## src/rtl/lpmr_pkg.sv

```systemverilog
`timescale 1ns / 1ps
// ----------------------------------------------------------------------------
// lpmr_pkg: shared types and codes for the length prefixed message ring
// Transaction payloads, mode and status codes, header size.
// ----------------------------------------------------------------------------
package lpmr_pkg;

	localparam int HDR_BYTES = 4;

	localparam logic [1:0] MODE_WRITE = 2'd0;
	localparam logic [1:0] MODE_READ  = 2'd1;
	localparam logic [1:0] MODE_PEEK  = 2'd2;

	localparam logic [2:0] ST_OK        = 3'd0;
	localparam logic [2:0] ST_BAD_LEN   = 3'd1;
	localparam logic [2:0] ST_NO_SPACE  = 3'd2;
	localparam logic [2:0] ST_EMPTY     = 3'd3;
	localparam logic [2:0] ST_CAP_SMALL = 3'd4;
	localparam logic [2:0] ST_DROPPED   = 3'd5;
	localparam logic [2:0] ST_SEQ_ERR   = 3'd6;

	typedef struct packed {
		logic [1:0]  mode;
		logic [7:0]  data_in;
		logic [15:0] msg_len;
		logic        first;
	} cmd_t;

	typedef struct packed {
		logic [2:0]  status;
		logic [7:0]  data_out;
		logic [15:0] msg_len_out;
		logic        last;
		logic [11:0] pending_msgs;
		logic [11:0] free_bytes;
	} rsp_t;

endpackage

```

## src/rtl/lpmr_ctrl.sv

```systemverilog
`timescale 1ns / 1ps
// ----------------------------------------------------------------------------
// lpmr_ctrl: ring sequencer
// Decodes one transaction, then steps the shared pointer advance unit over
// header and data bytes, one RAM access per cycle.
// ----------------------------------------------------------------------------
module lpmr_ctrl #(
	parameter int BUF_BYTES = 4096,
	parameter int PW = $clog2(BUF_BYTES)
) (
	input  logic            clk,
	input  logic            arst_n,
	input  logic            cmd_valid,
	output logic            cmd_ready,
	input  lpmr_pkg::cmd_t  cmd_data,
	output logic            res_valid,
	input  logic            res_take,
	output lpmr_pkg::rsp_t  res_data,
	output logic            ram_we,
	output logic            ram_re,
	output logic [PW-1:0]   ram_addr,
	output logic [7:0]      ram_wdata,
	input  logic [7:0]      ram_rdata
);
	import lpmr_pkg::*;

	localparam int IW = $clog2(HDR_BYTES);
	localparam int CW = ((PW > 17) ? PW : 17) + 1;
	localparam logic [PW:0] BUF_W = (PW+1)'(BUF_BYTES);
	localparam logic [PW-1:0] LAST_ADDR = PW'(BUF_BYTES - 1);
	localparam logic [IW-1:0] LAST_IDX = IW'(HDR_BYTES - 1);

	localparam logic [3:0] S_IDLE  = 4'd0;
	localparam logic [3:0] S_DEC   = 4'd1;
	localparam logic [3:0] S_WHDR  = 4'd2;
	localparam logic [3:0] S_WDAT  = 4'd3;
	localparam logic [3:0] S_RHDR  = 4'd4;
	localparam logic [3:0] S_RLEN  = 4'd5;
	localparam logic [3:0] S_RCHK  = 4'd6;
	localparam logic [3:0] S_RDAT  = 4'd7;
	localparam logic [3:0] S_RWAIT = 4'd8;
	localparam logic [3:0] S_DONE  = 4'd9;

	logic [3:0]    state_q;
	logic [PW-1:0] wp_q, rp_q, wsh_q, rsh_q;
	logic [15:0]   wrem_q, rrem_q;
	logic          drop_q;
	logic [11:0]   wcnt_q, rcnt_q;
	logic [IW-1:0] idx_q;
	logic          lo_cap_q, hi_cap_q;

	cmd_t          cmd_q;
	logic [2:0]    status_q;
	logic [7:0]    data_q;
	logic [15:0]   lenout_q;
	logic          last_q;
	logic [15:0]   hl_q;

	logic [PW-1:0] adv_in, adv_out;
	logic [PW:0]   free_w;
	logic [CW-1:0] free_x, need_x;
	logic          no_space, is_write, is_read, ring_empty, cap_bad, wr_state;
	logic [7:0]    hdr_byte;

	// shared pointer advance unit
	always_comb begin
		wr_state = (state_q == S_WHDR) || (state_q == S_WDAT);
		adv_in = wr_state ? wsh_q : rsh_q;
		adv_out = (adv_in == LAST_ADDR) ? '0 : adv_in + 1'b1;
	end

	always_comb begin
		if (wp_q >= rp_q) begin
			free_w = BUF_W - {1'b0, wp_q} + {1'b0, rp_q} - 1'b1;
		end else begin
			free_w = {1'b0, rp_q} - {1'b0, wp_q} - 1'b1;
		end
		free_x = CW'(free_w);
		need_x = CW'(cmd_q.msg_len) + CW'(HDR_BYTES);
		no_space = free_x < need_x;
		is_write = cmd_q.mode == MODE_WRITE;
		is_read = (cmd_q.mode == MODE_READ) || (cmd_q.mode == MODE_PEEK);
		ring_empty = rp_q == wp_q;
		cap_bad = (cmd_q.msg_len < hl_q) || (hl_q == 16'd0);
		case (idx_q)
			IW'(0): hdr_byte = cmd_q.msg_len[7:0];
			IW'(1): hdr_byte = cmd_q.msg_len[15:8];
			default: hdr_byte = 8'd0;
		endcase
	end

	assign ram_we = wr_state;
	assign ram_re = (state_q == S_RHDR) || (state_q == S_RDAT);
	assign ram_addr = wr_state ? wsh_q : rsh_q;
	assign ram_wdata = (state_q == S_WHDR) ? hdr_byte : cmd_q.data_in;

	assign cmd_ready = state_q == S_IDLE;
	assign res_valid = state_q == S_DONE;
	always_comb begin
		res_data.status = status_q;
		res_data.data_out = data_q;
		res_data.msg_len_out = lenout_q;
		res_data.last = last_q;
		res_data.pending_msgs = wcnt_q - rcnt_q;
		res_data.free_bytes = free_x[11:0];
	end

	always_ff @(posedge clk or negedge arst_n) begin
		if (!arst_n) begin
			state_q <= S_IDLE;
			wp_q <= '0;
			rp_q <= '0;
			wsh_q <= '0;
			rsh_q <= '0;
			wrem_q <= '0;
			rrem_q <= '0;
			drop_q <= 1'b0;
			wcnt_q <= '0;
			rcnt_q <= '0;
			idx_q <= '0;
			lo_cap_q <= 1'b0;
			hi_cap_q <= 1'b0;
		end else begin
			lo_cap_q <= 1'b0;
			hi_cap_q <= 1'b0;
			case (state_q)
				S_IDLE: begin
					if (cmd_valid) begin
						state_q <= S_DEC;
					end
				end
				S_DEC: begin
					state_q <= S_DONE;
					if (is_write) begin
						if (cmd_q.first) begin
							wrem_q <= '0;
							drop_q <= 1'b0;
							if (cmd_q.msg_len == 16'd0) begin
								state_q <= S_DONE;
							end else if (no_space) begin
								wrem_q <= cmd_q.msg_len - 1'b1;
								drop_q <= cmd_q.msg_len != 16'd1;
							end else begin
								wsh_q <= wp_q;
								idx_q <= '0;
								wrem_q <= cmd_q.msg_len;
								state_q <= S_WHDR;
							end
						end else if (wrem_q != 16'd0) begin
							if (drop_q) begin
								wrem_q <= wrem_q - 1'b1;
								if (wrem_q == 16'd1) begin
									drop_q <= 1'b0;
								end
							end else begin
								state_q <= S_WDAT;
							end
						end
					end else if (is_read) begin
						if (cmd_q.first) begin
							rrem_q <= '0;
							if (!ring_empty) begin
								rsh_q <= rp_q;
								idx_q <= '0;
								state_q <= S_RHDR;
							end
						end else if (rrem_q != 16'd0) begin
							state_q <= S_RDAT;
						end
					end
				end
				S_WHDR: begin
					wsh_q <= adv_out;
					idx_q <= idx_q + 1'b1;
					if (idx_q == LAST_IDX) begin
						state_q <= S_WDAT;
					end
				end
				S_WDAT: begin
					wsh_q <= adv_out;
					wrem_q <= wrem_q - 1'b1;
					// commit the message at its last byte
					if (wrem_q == 16'd1) begin
						wp_q <= adv_out;
						wcnt_q <= wcnt_q + 1'b1;
					end
					state_q <= S_DONE;
				end
				S_RHDR: begin
					rsh_q <= adv_out;
					idx_q <= idx_q + 1'b1;
					lo_cap_q <= idx_q == IW'(0);
					hi_cap_q <= idx_q == IW'(1);
					if (idx_q == LAST_IDX) begin
						state_q <= S_RLEN;
					end
				end
				S_RLEN: begin
					state_q <= S_RCHK;
				end
				S_RCHK: begin
					if (cap_bad) begin
						state_q <= S_DONE;
					end else begin
						rrem_q <= hl_q;
						state_q <= S_RDAT;
					end
				end
				S_RDAT: begin
					rsh_q <= adv_out;
					state_q <= S_RWAIT;
				end
				S_RWAIT: begin
					rrem_q <= rrem_q - 1'b1;
					if ((rrem_q == 16'd1) && (cmd_q.mode == MODE_READ)) begin
						rp_q <= rsh_q;
						rcnt_q <= rcnt_q + 1'b1;
					end
					state_q <= S_DONE;
				end
				S_DONE: begin
					if (res_take) begin
						state_q <= S_IDLE;
					end
				end
				default: begin
					state_q <= S_IDLE;
				end
			endcase
		end
	end

	always_ff @(posedge clk) begin
		if (lo_cap_q) begin
			hl_q[7:0] <= ram_rdata;
		end
		if (hi_cap_q) begin
			hl_q[15:8] <= ram_rdata;
		end
		case (state_q)
			S_IDLE: begin
				if (cmd_valid) begin
					cmd_q <= cmd_data;
				end
			end
			S_DEC: begin
				status_q <= ST_SEQ_ERR;
				data_q <= '0;
				lenout_q <= '0;
				last_q <= 1'b0;
				if (is_write) begin
					if (cmd_q.first) begin
						if (cmd_q.msg_len == 16'd0) begin
							status_q <= ST_BAD_LEN;
						end else if (no_space) begin
							status_q <= ST_NO_SPACE;
							last_q <= cmd_q.msg_len == 16'd1;
						end
					end else if ((wrem_q != 16'd0) && drop_q) begin
						status_q <= ST_DROPPED;
						last_q <= wrem_q == 16'd1;
					end
				end else if (is_read) begin
					if (cmd_q.first) begin
						if (ring_empty) begin
							status_q <= ST_EMPTY;
						end
					end else if (rrem_q != 16'd0) begin
						lenout_q <= hl_q;
					end
				end
			end
			S_WDAT: begin
				status_q <= ST_OK;
				last_q <= wrem_q == 16'd1;
			end
			S_RCHK: begin
				lenout_q <= hl_q;
				if (cap_bad) begin
					status_q <= ST_CAP_SMALL;
				end
			end
			S_RWAIT: begin
				status_q <= ST_OK;
				data_q <= ram_rdata;
				last_q <= rrem_q == 16'd1;
			end
			default: begin
			end
		endcase
	end
endmodule

```

## config.mk

```make
export PLATFORM = sky130hd
export DESIGN_NAME = lpmr_ctrl
export DESIGN_NICKNAME = d
export VERILOG_FILES = /design/src/rtl/lpmr_pkg.sv /design/src/rtl/lpmr_ctrl.sv
export SDC_FILE = /design/constraint.sdc
export NUM_CORES = 1
export LEC_CHECK = 0
export ABC_AREA = 1
export BUFFER_PORTS_ARGS = -buffer_cell sky130_fd_sc_hd__buf_4
export CORE_MARGIN = 5
export CORE_UTILIZATION = 61
export CTS_BUF_LIST = sky130_fd_sc_hd__clkbuf_8 sky130_fd_sc_hd__clkbuf_16
export CTS_CLUSTER_DIAMETER = 40
export DETAILED_ROUTE_END_ITERATION = 12
export GPL_ROUTABILITY_DRIVEN = 0
export PLACE_DENSITY_LB_ADDON = 0.05
export SLEW_MARGIN = 5
export SYNTH_ARGS = -nofsm -noshare
export SYNTH_HDL_FRONTEND = slang
export SYNTH_SLANG_ARGS = --single-unit
```

## constraint.sdc

```tcl
create_clock -name clk -period 4.6 [get_ports clk]
set_clock_uncertainty 0.15 [all_clocks]
set_input_delay 0.23 -clock clk [delete_from_list [all_inputs] [get_ports clk]]
set_output_delay 0.23 -clock clk [all_outputs]
set_load 0.01 [all_outputs]
```

# Yosys cells after proc, flatten, opt, wreduce, memory -nomap -nowiden
# Index checks and enable logic that the tools add are counted.
[word_totals]
ff_bits = 184
wordCells = 199
[classes]
n_reduce_logical = 38
n_addsub = 14
eq_ne = 40
n_mux = 81
magnitude_cmp = 3
[ops]
columns = ["cell", "n"]
rows = [
  ["16-bit two-way mux", 14],
  ["12-bit two-way mux", 10],
  ["16-bit one-hot mux with 2 select lines", 2],
  ["4-bit two-way mux", 15],
  ["16-bit by 1-bit == test with 1-bit output, second input constant", 3],
  ["12-bit one-hot mux with 2 select lines", 2],
  ["16-bit one-hot mux with 3 select lines", 1],
  ["16-bit by 1-bit subtractor with 16-bit output, second input constant", 3],
  ["12-bit by 1-bit adder with 12-bit output, second input constant", 3],
  ["4-bit one-hot mux with 9 select lines", 1],
  ["16-bit zero test", 2],
  ["8-bit one-hot mux with 2 select lines", 2],
  ["16-bit nonzero test", 2],
  ["13-bit by 1-bit subtractor with 13-bit output, second input constant", 2],
  ["3-bit two-way mux", 8],
  ["3-bit inequality test, second input constant", 8],
  ["2-bit inequality test, second input constant", 10],
  ["16-bit by 3-bit adder with 17-bit output, second input constant", 1],
  ["13-bit by 17-bit less-than comparator with 1-bit output", 1],
  ["4-bit by 3-bit == test with 1-bit output, second input constant", 4],
  ["16-bit less-than comparator", 1],
  ["2-bit two-way mux", 8],
  ["16-bit by 1-bit inequality test with 1-bit output, second input constant", 1],
  ["5-bit AND reduction", 3],
  ["other kinds (31)", 69],
]

# Depth between registers and ports, before layout
# Gate-level depths: netlist (run 1).
[logic_depth]
depth_word = 10
ltp_mapped = 24
ltp_nobuf = 23

# Worst setup path before layout (run 1)
# No wires, ideal clock.
[synth_path]
kind = "reg2reg"
from = "register wp_q[0]"
to = "register last_q (data pin)"
path_stages_with_launch = 20
required_time_ns = 4.320
path_slack_ns = 1.259
setup_time_ns = 0.130
path_buffers = 1
arrival_time_ns = 3.061
synth_period_minus_slack_ns = 3.341
cell_sequence = "dfrtp_1 inv_1 ha_1 fa_1 nand2_1 nand2_1 a21oi_1 o21ai_0 xor2_1 ha_1 a21oi_1 nor3_1 nor3_1 nand2_1 nand3_1 buf_4 nand2_1 o21ai_0 nand3_1 nand2_1"
[synth_lines]
columns = ["element", "line", "rtl"]
rows = [
  ["start: declaration", "lpmr_ctrl.sv:45", "logic [PW-1:0] wp_q, rp_q, wsh_q, rsh_q;"],
  ["start signal: assignment", "lpmr_ctrl.sv:184", "wp_q <= adv_out;"],
  ["end signal: assignment", "lpmr_ctrl.sv:250", "last_q <= 1'b0;"],
  ["end signal: assignment", "lpmr_ctrl.sv:257", "last_q <= cmd_q.msg_len == 16'd1;"],
  ["end signal: assignment", "lpmr_ctrl.sv:261", "last_q <= wrem_q == 16'd1;"],
  ["end: declaration", "lpmr_ctrl.sv:56", "logic last_q;"],
]

# Final worst setup path (run 1)
[layout_path]
from = "register wp_q[6]"
to = "register wrem_q[0]"
[layout_via]
elab_chain_len = 10
elab_cells_between_ends = 13
[layout_lines]
columns = ["element", "line", "rtl"]
rows = [
  ["13-bit by 12-bit subtractor with 13-bit output", "lpmr_ctrl.sv:74", "free_w = BUF_W - {1'b0, wp_q} + {1'b0, rp_q} - 1'b1;"],
  ["13-bit by 12-bit adder with 13-bit output", "lpmr_ctrl.sv:74", ""],
  ["13-bit by 1-bit subtractor with 13-bit output", "lpmr_ctrl.sv:74", ""],
  ["13-bit two-way mux (*)", "lpmr_ctrl.sv:73", "if (wp_q >= rp_q) begin"],
  ["13-bit by 17-bit less-than comparator with 1-bit output (*)", "lpmr_ctrl.sv:80", "no_space = free_x < need_x;"],
  ["16-bit two-way mux (*)", "lpmr_ctrl.sv:140", "end else if (no_space) begin"],
  ["16-bit two-way mux (*)", "lpmr_ctrl.sv:138", "if (cmd_q.msg_len == 16'd0) begin"],
  ["16-bit two-way mux (*)", "lpmr_ctrl.sv:135", "if (cmd_q.first) begin"],
  ["16-bit two-way mux (*)", "lpmr_ctrl.sv:134", "if (is_write) begin"],
  ["16-bit one-hot mux with 2 select lines (*)", "lpmr_ctrl.sv:126", "case (state_q)"],
  ["end signal: assignment", "lpmr_ctrl.sv:141", "wrem_q <= cmd_q.msg_len - 1'b1;"],
  ["end signal: assignment", "lpmr_ctrl.sv:146", "wrem_q <= cmd_q.msg_len;"],
  ["end signal: assignment", "lpmr_ctrl.sv:151", "wrem_q <= wrem_q - 1'b1;"],
  ["end: declaration", "lpmr_ctrl.sv:46", "logic [15:0] wrem_q, rrem_q;"],
]
# Mark *: on every way between the ends. The rest lies on a longest branch, timed or not. The select of a mux whose other input is x is not followed.
# A chain may end at the register's enable or synchronous reset.

==> results of run 1 <==
[power by group through the flow]
stage	clock network (uW)	registers [uW]	logic, uW
floorplan	0	2540	2620
detailed placement	0	2600	3780
CTS	1530	2570	3830
finish	1510	2580	3830
global placement	0	2590	3700
global route	1610	2630	4300
[synth_stat cells (3+ instances only)]
| master | count | area share |
|---|---|---|
| a21o_1 | 3 | 0.0019 |
| a21oi_1 | 86 | 0.035 |
| a22oi_1 | 3 | 0.0019 |
| a31oi_1 | 5 | 0.0026 |
| buf_2 | 8 | 0.0033 |
| buf_4 | 7 | 0.0043 |
| buf_6 | 5 | 0.0046 |
| clkbuf_1 | 12 | 0.0037 |
| dfrtp_1 | 113 | 0.23 |
| edfxtp_1 | 71 | 0.18 |
| ha_1 | 79 | 0.082 |
| inv_1 | 187 | 0.058 |
| inv_2 | 8 | 0.0025 |
| nand2_1 | 354 | 0.11 |
| nand2_2 | 22 | 0.011 |
| nand3_1 | 68 | 0.028 |
| nand3_2 | 7 | 0.0058 |
| nand3b_1 | 3 | 0.0019 |
| nand4_1 | 23 | 0.012 |
| nor2_1 | 138 | 0.043 |
| nor2_2 | 9 | 0.0046 |
| nor2_4 | 8 | 0.0074 |
| nor3_1 | 27 | 0.011 |
| nor4_1 | 10 | 0.0052 |
| o211ai_1 | 6 | 0.0037 |
| o211ai_2 | 7 | 0.0072 |
| o21ai_0 | 68 | 0.028 |
| o21ai_1 | 17 | 0.0070 |
| o22ai_1 | 19 | 0.0098 |
| o31ai_1 | 3 | 0.0019 |
| xnor2_1 | 23 | 0.017 |
| xor2_1 | 65 | 0.047 |
[final cells by class]
| class | count | area (um2) | area share |
|---|---|---|---|
| flip-flops and latches | 184 | 4960 | 0.351 |
| well taps | 265 | 332 | 0.0235 |
| repair buffers | 156 | 1260 | 0.0894 |
| clock inverters | 15 | 181 | 0.0128 |
| clock buffers | 17 | 425 | 0.0301 |
| multi-input cells | 1084 | 6230 | 0.441 |
| inverters | 198 | 746 | 0.0527 |
[stage by stage]
| step | hold slack, ns | instances | total power [uW] | setup WS (ns) | utilization |
|---|---|---|---|---|---|
| after global placement | 0.258 | 1850 | 6300 | 1.04 | 0.674 |
| after CTS | 0.0546 | 1919 | 7930 | 0.873 | 0.724 |
| after global routing | 0.0806 | 1919 | 8530 | 0.491 | 0.724 |
| after detailed placement | 0.253 | 1850 | 6380 | 0.914 | 0.674 |
| final | 0.0592 | 1919 | 7930 | 0.837 | 0.724 |
| after floorplan | -0.216 | 1498 | 5150 | 1.26 | - |
[worst max-delay path: stages (launching register included)]
cell and delay, ns:
dfrtp_1 0.43, inv_1 0.07, ha_1 0.37, a21oi_1 0.18, o21ai_0 0.11, a21oi_1 0.21
o21ai_0 0.17, nand2_1 0.09, nand2_1 0.05, a21oi_1 0.15, xnor2_1 0.17, ha_1 0.26
inv_1 0.07, nor3_1 0.05, nor3_1 0.13, nand2_1 0.17, nand3_1 0.13, buf_4 0.31
xor2_1 0.19, nand2_1 0.08, a21oi_1 0.16
[worst paths after layout]
check,cells past startpoint,slack [ns],endpoint
worst min register to register,2,0.33,wsh_q[3]$_DFFE_PN0P_
min in group asynchronous,2,0.30,wsh_q[9]$_DFFE_PN0P_
max in group asynchronous,3,2.84,drop_q$_DFFE_PN0P_
worst max register to register,20,0.84,wrem_q[0]$_DFFE_PN0P_
worst min-delay path,5,0.06,state_q[0]$_DFFE_PN0P_
worst max-delay path,20,0.84,wrem_q[0]$_DFFE_PN0P_
[what timing repair did]
action | 4_1_cts | 5_1_grt
resized for setup | 0 | 0
hold buffers | 37 | 0
endpoints found under the setup margin | 0 | 0
hold endpoints to repair | 121 | 0
[flip-flops by register name, summed over array words and instances, names as in the netlist, 12 cells and up]
register and count:
wrem_q 16, rrem_q 16, lenout_q 16, cmd_q 27
rsh_q 12, rcnt_q 12, wsh_q 12, rp_q 12
wcnt_q 12, wp_q 12, hl_q 16
[per-layer routing]
layer,vias to the layer above,wire (um),track usage
met1,4996,13600,0.392
met4,0,667,0.0866
li1,5217,-,-
met3,64,2330,0.0509
met2,448,15400,0.484
met5,-,0,0
[kinds of logic after synthesis]
| family | after synthesis | synth area share |
|---|---|---|
| AND/OR/NAND/NOR | 684 | 0.255 |
| adder cells (fa/ha/maj) | 81 | 0.0848 |
| multiplexers | 1 | 0.000929 |
| flip-flops | 184 | 0.409 |
| buffers and inverters | 230 | 0.0775 |
| AO/OA/AOI/OAI | 230 | 0.109 |
| XOR/XNOR | 88 | 0.0636 |
==> out/metrics.csv, run 1 <==
metric,value,unit
"Avg Cell Area, Syn",8.10,um2
Power Density,561,nW/um2
gr usage total,0.291,
drt first pass iters,6,
CTS sink cnt,184,
critical path arrival,3.98,ns
number of core rows,51,
CTS Buffer Depth,2,
Worst setup EP type,flip-flop,
Gate power share,0.483,
Final setup viols,0,
Final Instance Area,14100,um2
Sw Ratio,0.449,
Worst-path clk slew,0.08,ns
Routed Antenna Nets,0,
dpl hpwl,23400,um
antenna diode count,0,
layout cell share with drive strength beyond 1,0.138,
Post-synth ARST share,0.614,
CTS Buf Count,17,
"most common cell after layout, fill and taps aside",nand2_1,
Vias/cell,5.59,
CTS tree,yes,
die area,22800,um2
Clk network pwr share,0.191,
number of I/O port buffers,114,
Final nets,1761,
maximum clock frequency,266,MHz
max-slew violations,0,
Critical Path RT,4.82,ns
Core ar.,19500,um2
VDD IR max,0.000339,V
Worst Hold Class,in -> reg,
dpl cell area,13200,um2
post-synthesis cell type count,57,
initial antenna violation count,0,
io pins,115,
Critical Path Source Type,flip-flop,
H-tree lvl count,4,
worst r2r src,wp_q[6]$_DFFE_PN0P_,
Post-synth top flop,dfrtp_1,
drt initial violations,975,
pin count of the biggest net entering global routing,70,
Worst slew margin,0.189,
vias in the first global route,10483,
final hold vios,0,
chip width,151,um
worst-margin pin slew,1.21,ns
Tcrit/Tclk final,0.818,
Syn-to-layout area delta,16.6,%
Final min period,3.76,ns
Initial Utilization,0.621,
Pleak,0.00681,uW
Reg power frac,0.326,
post-route setup TNS,0,ns
synthesized area,12100,um2
wire per inst,16.7,um
die height,151,um
critical-path maximum fanout,28,
WL final,32100,um
Ys Warns,0,
# fillers,1541,
"EDFF count, synth",71,
NetSw,3560,uW
max cap viols,0,
worst hold start,cmd_valid,
status,"complete, no violations",
sequential share of the synthesized area,0.409,
Post-CTS Repair Setup Buffers,0,
Syn Nets,1618,
Synth Instances,1498,
most frequent cells in the layout,"nand2_1, inv_1, nor2_1",
drc violations,0,
RSZ-0062 raised after global routing,false,
grt ovf,0,
CP Class,reg -> reg,
first-pass GRT wire length,52500,um
P_int,4370,uW
Synth Register Bits,184,
clock latency at the later pin of the worst-skew pair,0.44,ns
start point of the critical path,wp_q[6]$_DFFE_PN0P_,
total number of vias,10725,
CTS root buf,clkbuf_16,
No activity file was read; power rests on OpenSTA's default activity.
==> inputs of run 2 (changes only) <==
Settings changed: CORE_UTILIZATION 61 to 55.
Clock period 4.6 ns to 3.1 ns, I/O delays scaled along.
==> out/metrics.csv, run 2 (synthesis gave the netlist of run 1 again) <==
metric,value,unit,change
vias in the first global route,10985,,was 10483
Clk network pwr share,0.166,,was 0.191
CP Class,reg -> reg,,unchanged
number of I/O port buffers,114,,unchanged
VDD IR max,0.000463,V,was 0.000339 V
first-pass GRT wire length,56700,um,was 52500 um
most frequent cells in the layout,"nand2_1, buf_4, inv_1",,"was nand2_1, inv_1, nor2_1"
Power Density,870,nW/um2,was 561 nW/um2
Initial Utilization,0.557,,was 0.621
Sw Ratio,0.443,,was 0.449
Critical Path Max Stage Delay,0.42,ns,was 0.43 ns
H-tree lvl count,4,,unchanged
io pins,115,,unchanged
Pwr Total,13700,uW,was 7930 uW
Worst Hold Class,in -> async,,was in -> reg
gr usage total,0.289,,was 0.291
Worst setup EP type,flip-flop,,unchanged
die area,25100,um2,was 22800 um2
chip width,158,um,was 151 um
layout cell share with drive strength beyond 1,0.248,,was 0.138
maximum clock frequency,301,MHz,was 266 MHz
Routed Antenna Nets,0,,unchanged
Critical path buffers and inverters,3,,unchanged
critical path arrival,3.53,ns,was 3.98 ns
drt initial violations,934,,was 975
P_int,7630,uW,was 4370 uW
Reg with most FFs,cmd_q,,unchanged
FF/Latch Area,4960,um2,about the same
CTS root buf,clkbuf_16,,unchanged
total number of vias,11299,,was 10725
dpl cell area,14000,um2,was 13200 um2
Syn-to-layout area delta,29.8,%,was 16.6%
Critical Path Source Type,flip-flop,,unchanged
drt first pass iters,5,,was 6
CP most frequent cell,nand2_2,,
critical-path maximum fanout,7,,was 28
Gate power share,0.558,,was 0.483
CTS tree,yes,,unchanged
Reg power frac,0.276,,was 0.326
clock latency at the later pin of the worst-skew pair,0.46,ns,was 0.44 ns
wire per inst,17.6,um,was 16.7 um
grt ovf,0,,unchanged
number of core rows,54,,was 51
Tcrit/Tclk final,1.07,,was 0.818
Worst-path clk slew,0.08,ns,about the same
Core ar.,21800,um2,was 19500 um2
WL final,36100,um,was 32100 um
NetSw,6060,uW,was 3560 uW
final hold vios,0,,unchanged
RSZ-0062 raised after global routing,true,,was false
Final min period,3.32,ns,was 3.76 ns
Pleak,0.00755,uW,was 0.00681 uW
"most common cell after layout, fill and taps aside",nand2_1,,unchanged
die height,158,um,was 151 um
CTS sink cnt,184,,unchanged
Vias/cell,5.50,,was 5.59
Final Instance Area,15700,um2,was 14100 um2
# fillers,1697,,was 1541
Final setup viols,33,,was 0
CTS Buf Count,17,,unchanged
pin count of the biggest net entering global routing,51,,was 70
max-slew violations,0,,unchanged
Final nets,1881,,was 1761
max reg flops,27,,unchanged
Critical Path RT,3.31,ns,was 4.82 ns
CTS Buffer Depth,2,,unchanged
"Largest delay share family, worst path",simple AND/OR/NAND/NOR gates,,was compound AO/OA/AOI/OAI gates
area of the multi-input gates,6780,um2,was 6230 um2
antenna diode count,0,,unchanged
failing checks,negative setup slack,,
initial antenna violation count,0,,unchanged
worst path cell trace,ha_4 > nand2_2 > o21ai_2 > a21oi_4 > buf_4 > buf_4 > xnor2_2 > ha_1 > nand2_2 > nor2_4 > nand3_1 > nand3_1 > nand2_2 > nand2_4 > nand3_4 > buf_12 > nand2_2 > nand4_1 > a21oi_1,,was inv_1 > ha_1 > a21oi_1 > o21ai_0 > a21oi_1 > o21ai_0 > nand2_1 > nand2_1 > a21oi_1 > xnor2_1 > ha_1 > inv_1 > nor3_1 > nor3_1 > nand2_1 > nand3_1 > buf_4 > xor2_1 > nand2_1 > a21oi_1
dpl hpwl,26200,um,was 23400 um
status,"finished, violations left",,"was complete, no violations"
worst-margin pin slew,0.572,ns,was 1.21 ns
Worst slew margin,0.619,,was 0.189
drc violations,0,,unchanged
worst setup margin,-0.217,ns,was 0.837 ns
"slowest stage cell, crit path",dfrtp_1,,unchanged
max cap viols,0,,unchanged
-- run 2: cell count changes in the layout (fill, tap and decap cells not counted), moves of 13 or more --
cell / previous run / this run
a21oi_1: 86 / 68
a21oi_2: 0 / 16
nand2_2: 22 / 36
ha_1: 79 / 64
inv_1: 187 / 173
buf_4: 119 / 228
ha_4: 0 / 13
inv_2: 8 / 22
nand2_1: 354 / 334
-- run 2: worst paths after layout --
path / start / end / slack (ns) / cells after the start
setup / recovery: rp_q[5]$_DFFE_PN0P_ / wrem_q[6]$_DFFE_PN0P_ / -0.22 / 19
hold / removal: arst_n / wrem_q[7]$_DFFE_PN0P_ / 0.07 / 2
setup reg to reg: rp_q[5]$_DFFE_PN0P_ / wrem_q[6]$_DFFE_PN0P_ / -0.22 / 19
hold reg to reg: wsh_q[3]$_DFFE_PN0P_ / wsh_q[3]$_DFFE_PN0P_ / 0.33 / 2
max in group asynchronous: arst_n / rp_q[11]$_DFFE_PN0P_ / 1.93 / 3
min in group clk: cmd_data[3] / cmd_q[3]$_DFFE_PP_ / 0.28 / 2
-- run 2: per-layer routing --
metal / vias to the layer above / global-route usage / wire length (um)
met4: 0 / 0.115 / 1340
met1: 5321 / 0.380 / 15100
met3: 90 / 0.0516 / 2550
met5: - / 0 / 0
met2: 435 / 0.476 / 17200
li1: 5453 / - / -
-- run 2: area by class of cell --
cell class / count / share of cell area
Multi-Input combinational cell: 1084 / 0.431
Inverter: 198 / 0.0474
Sequential cell: 184 / 0.315
Timing Repair Buffer: 276 / 0.145
Clock inverter: 15 / 0.0120
Clock buffer: 17 / 0.0270
Tap cell: 280 / 0.0223
-- run 2: through the flow --
step	TNS [ns]	std cells	hold slack [ns]	utilization	worst slack, ns
2_1_floorplan	-0.875	1498	-0.291	-	-0.0834
3_3_place_gp	-2.34	1966	0.00168	0.645	-0.114
3_5_place_dp	-5.66	1966	0.000913	0.645	-0.207
4_1_cts	-1.05	2047	0.0695	0.711	-0.0636
5_1_grt	-10.40	2054	0.107	0.723	-0.387
6_report	-4.72	2054	0.0654	0.723	-0.217
-- run 2: power groups by stage --
stage          sequential (uW)  combinational, uW  clock [uW]
2_1_floorplan             3760               3960           0
3_3_place_gp              3790               6340           0
3_5_place_dp              3800               6430           0
4_1_cts                   3770               7090        2290
5_1_grt                   3850               8320        2400
6_report                  3780               7640        2270
-- run 2: repair_timing --
action | in CTS | in global routing
hold buffers | 38 | 0
gates cloned | 2 | 1
hold endpoints to repair | 137 | 0
resized for setup | 65 | 51
buffers inserted | 9 | 6
pin swaps | 15 | 24
setup endpoints to repair | 34 | 37
-- run 2: worst reg2reg max path, delay by kind of cell, from the launching register on --
kind | cells | cell delay (ns)
AOI/OAI and AO/OA | 3 | 0.42
DFF | 1 | 0.42
buffers and inverters | 3 | 0.46
adders and majority gates | 2 | 0.62
xor gates and xnor gates | 1 | 0.15
and+or+nand+nor | 10 | 1.01
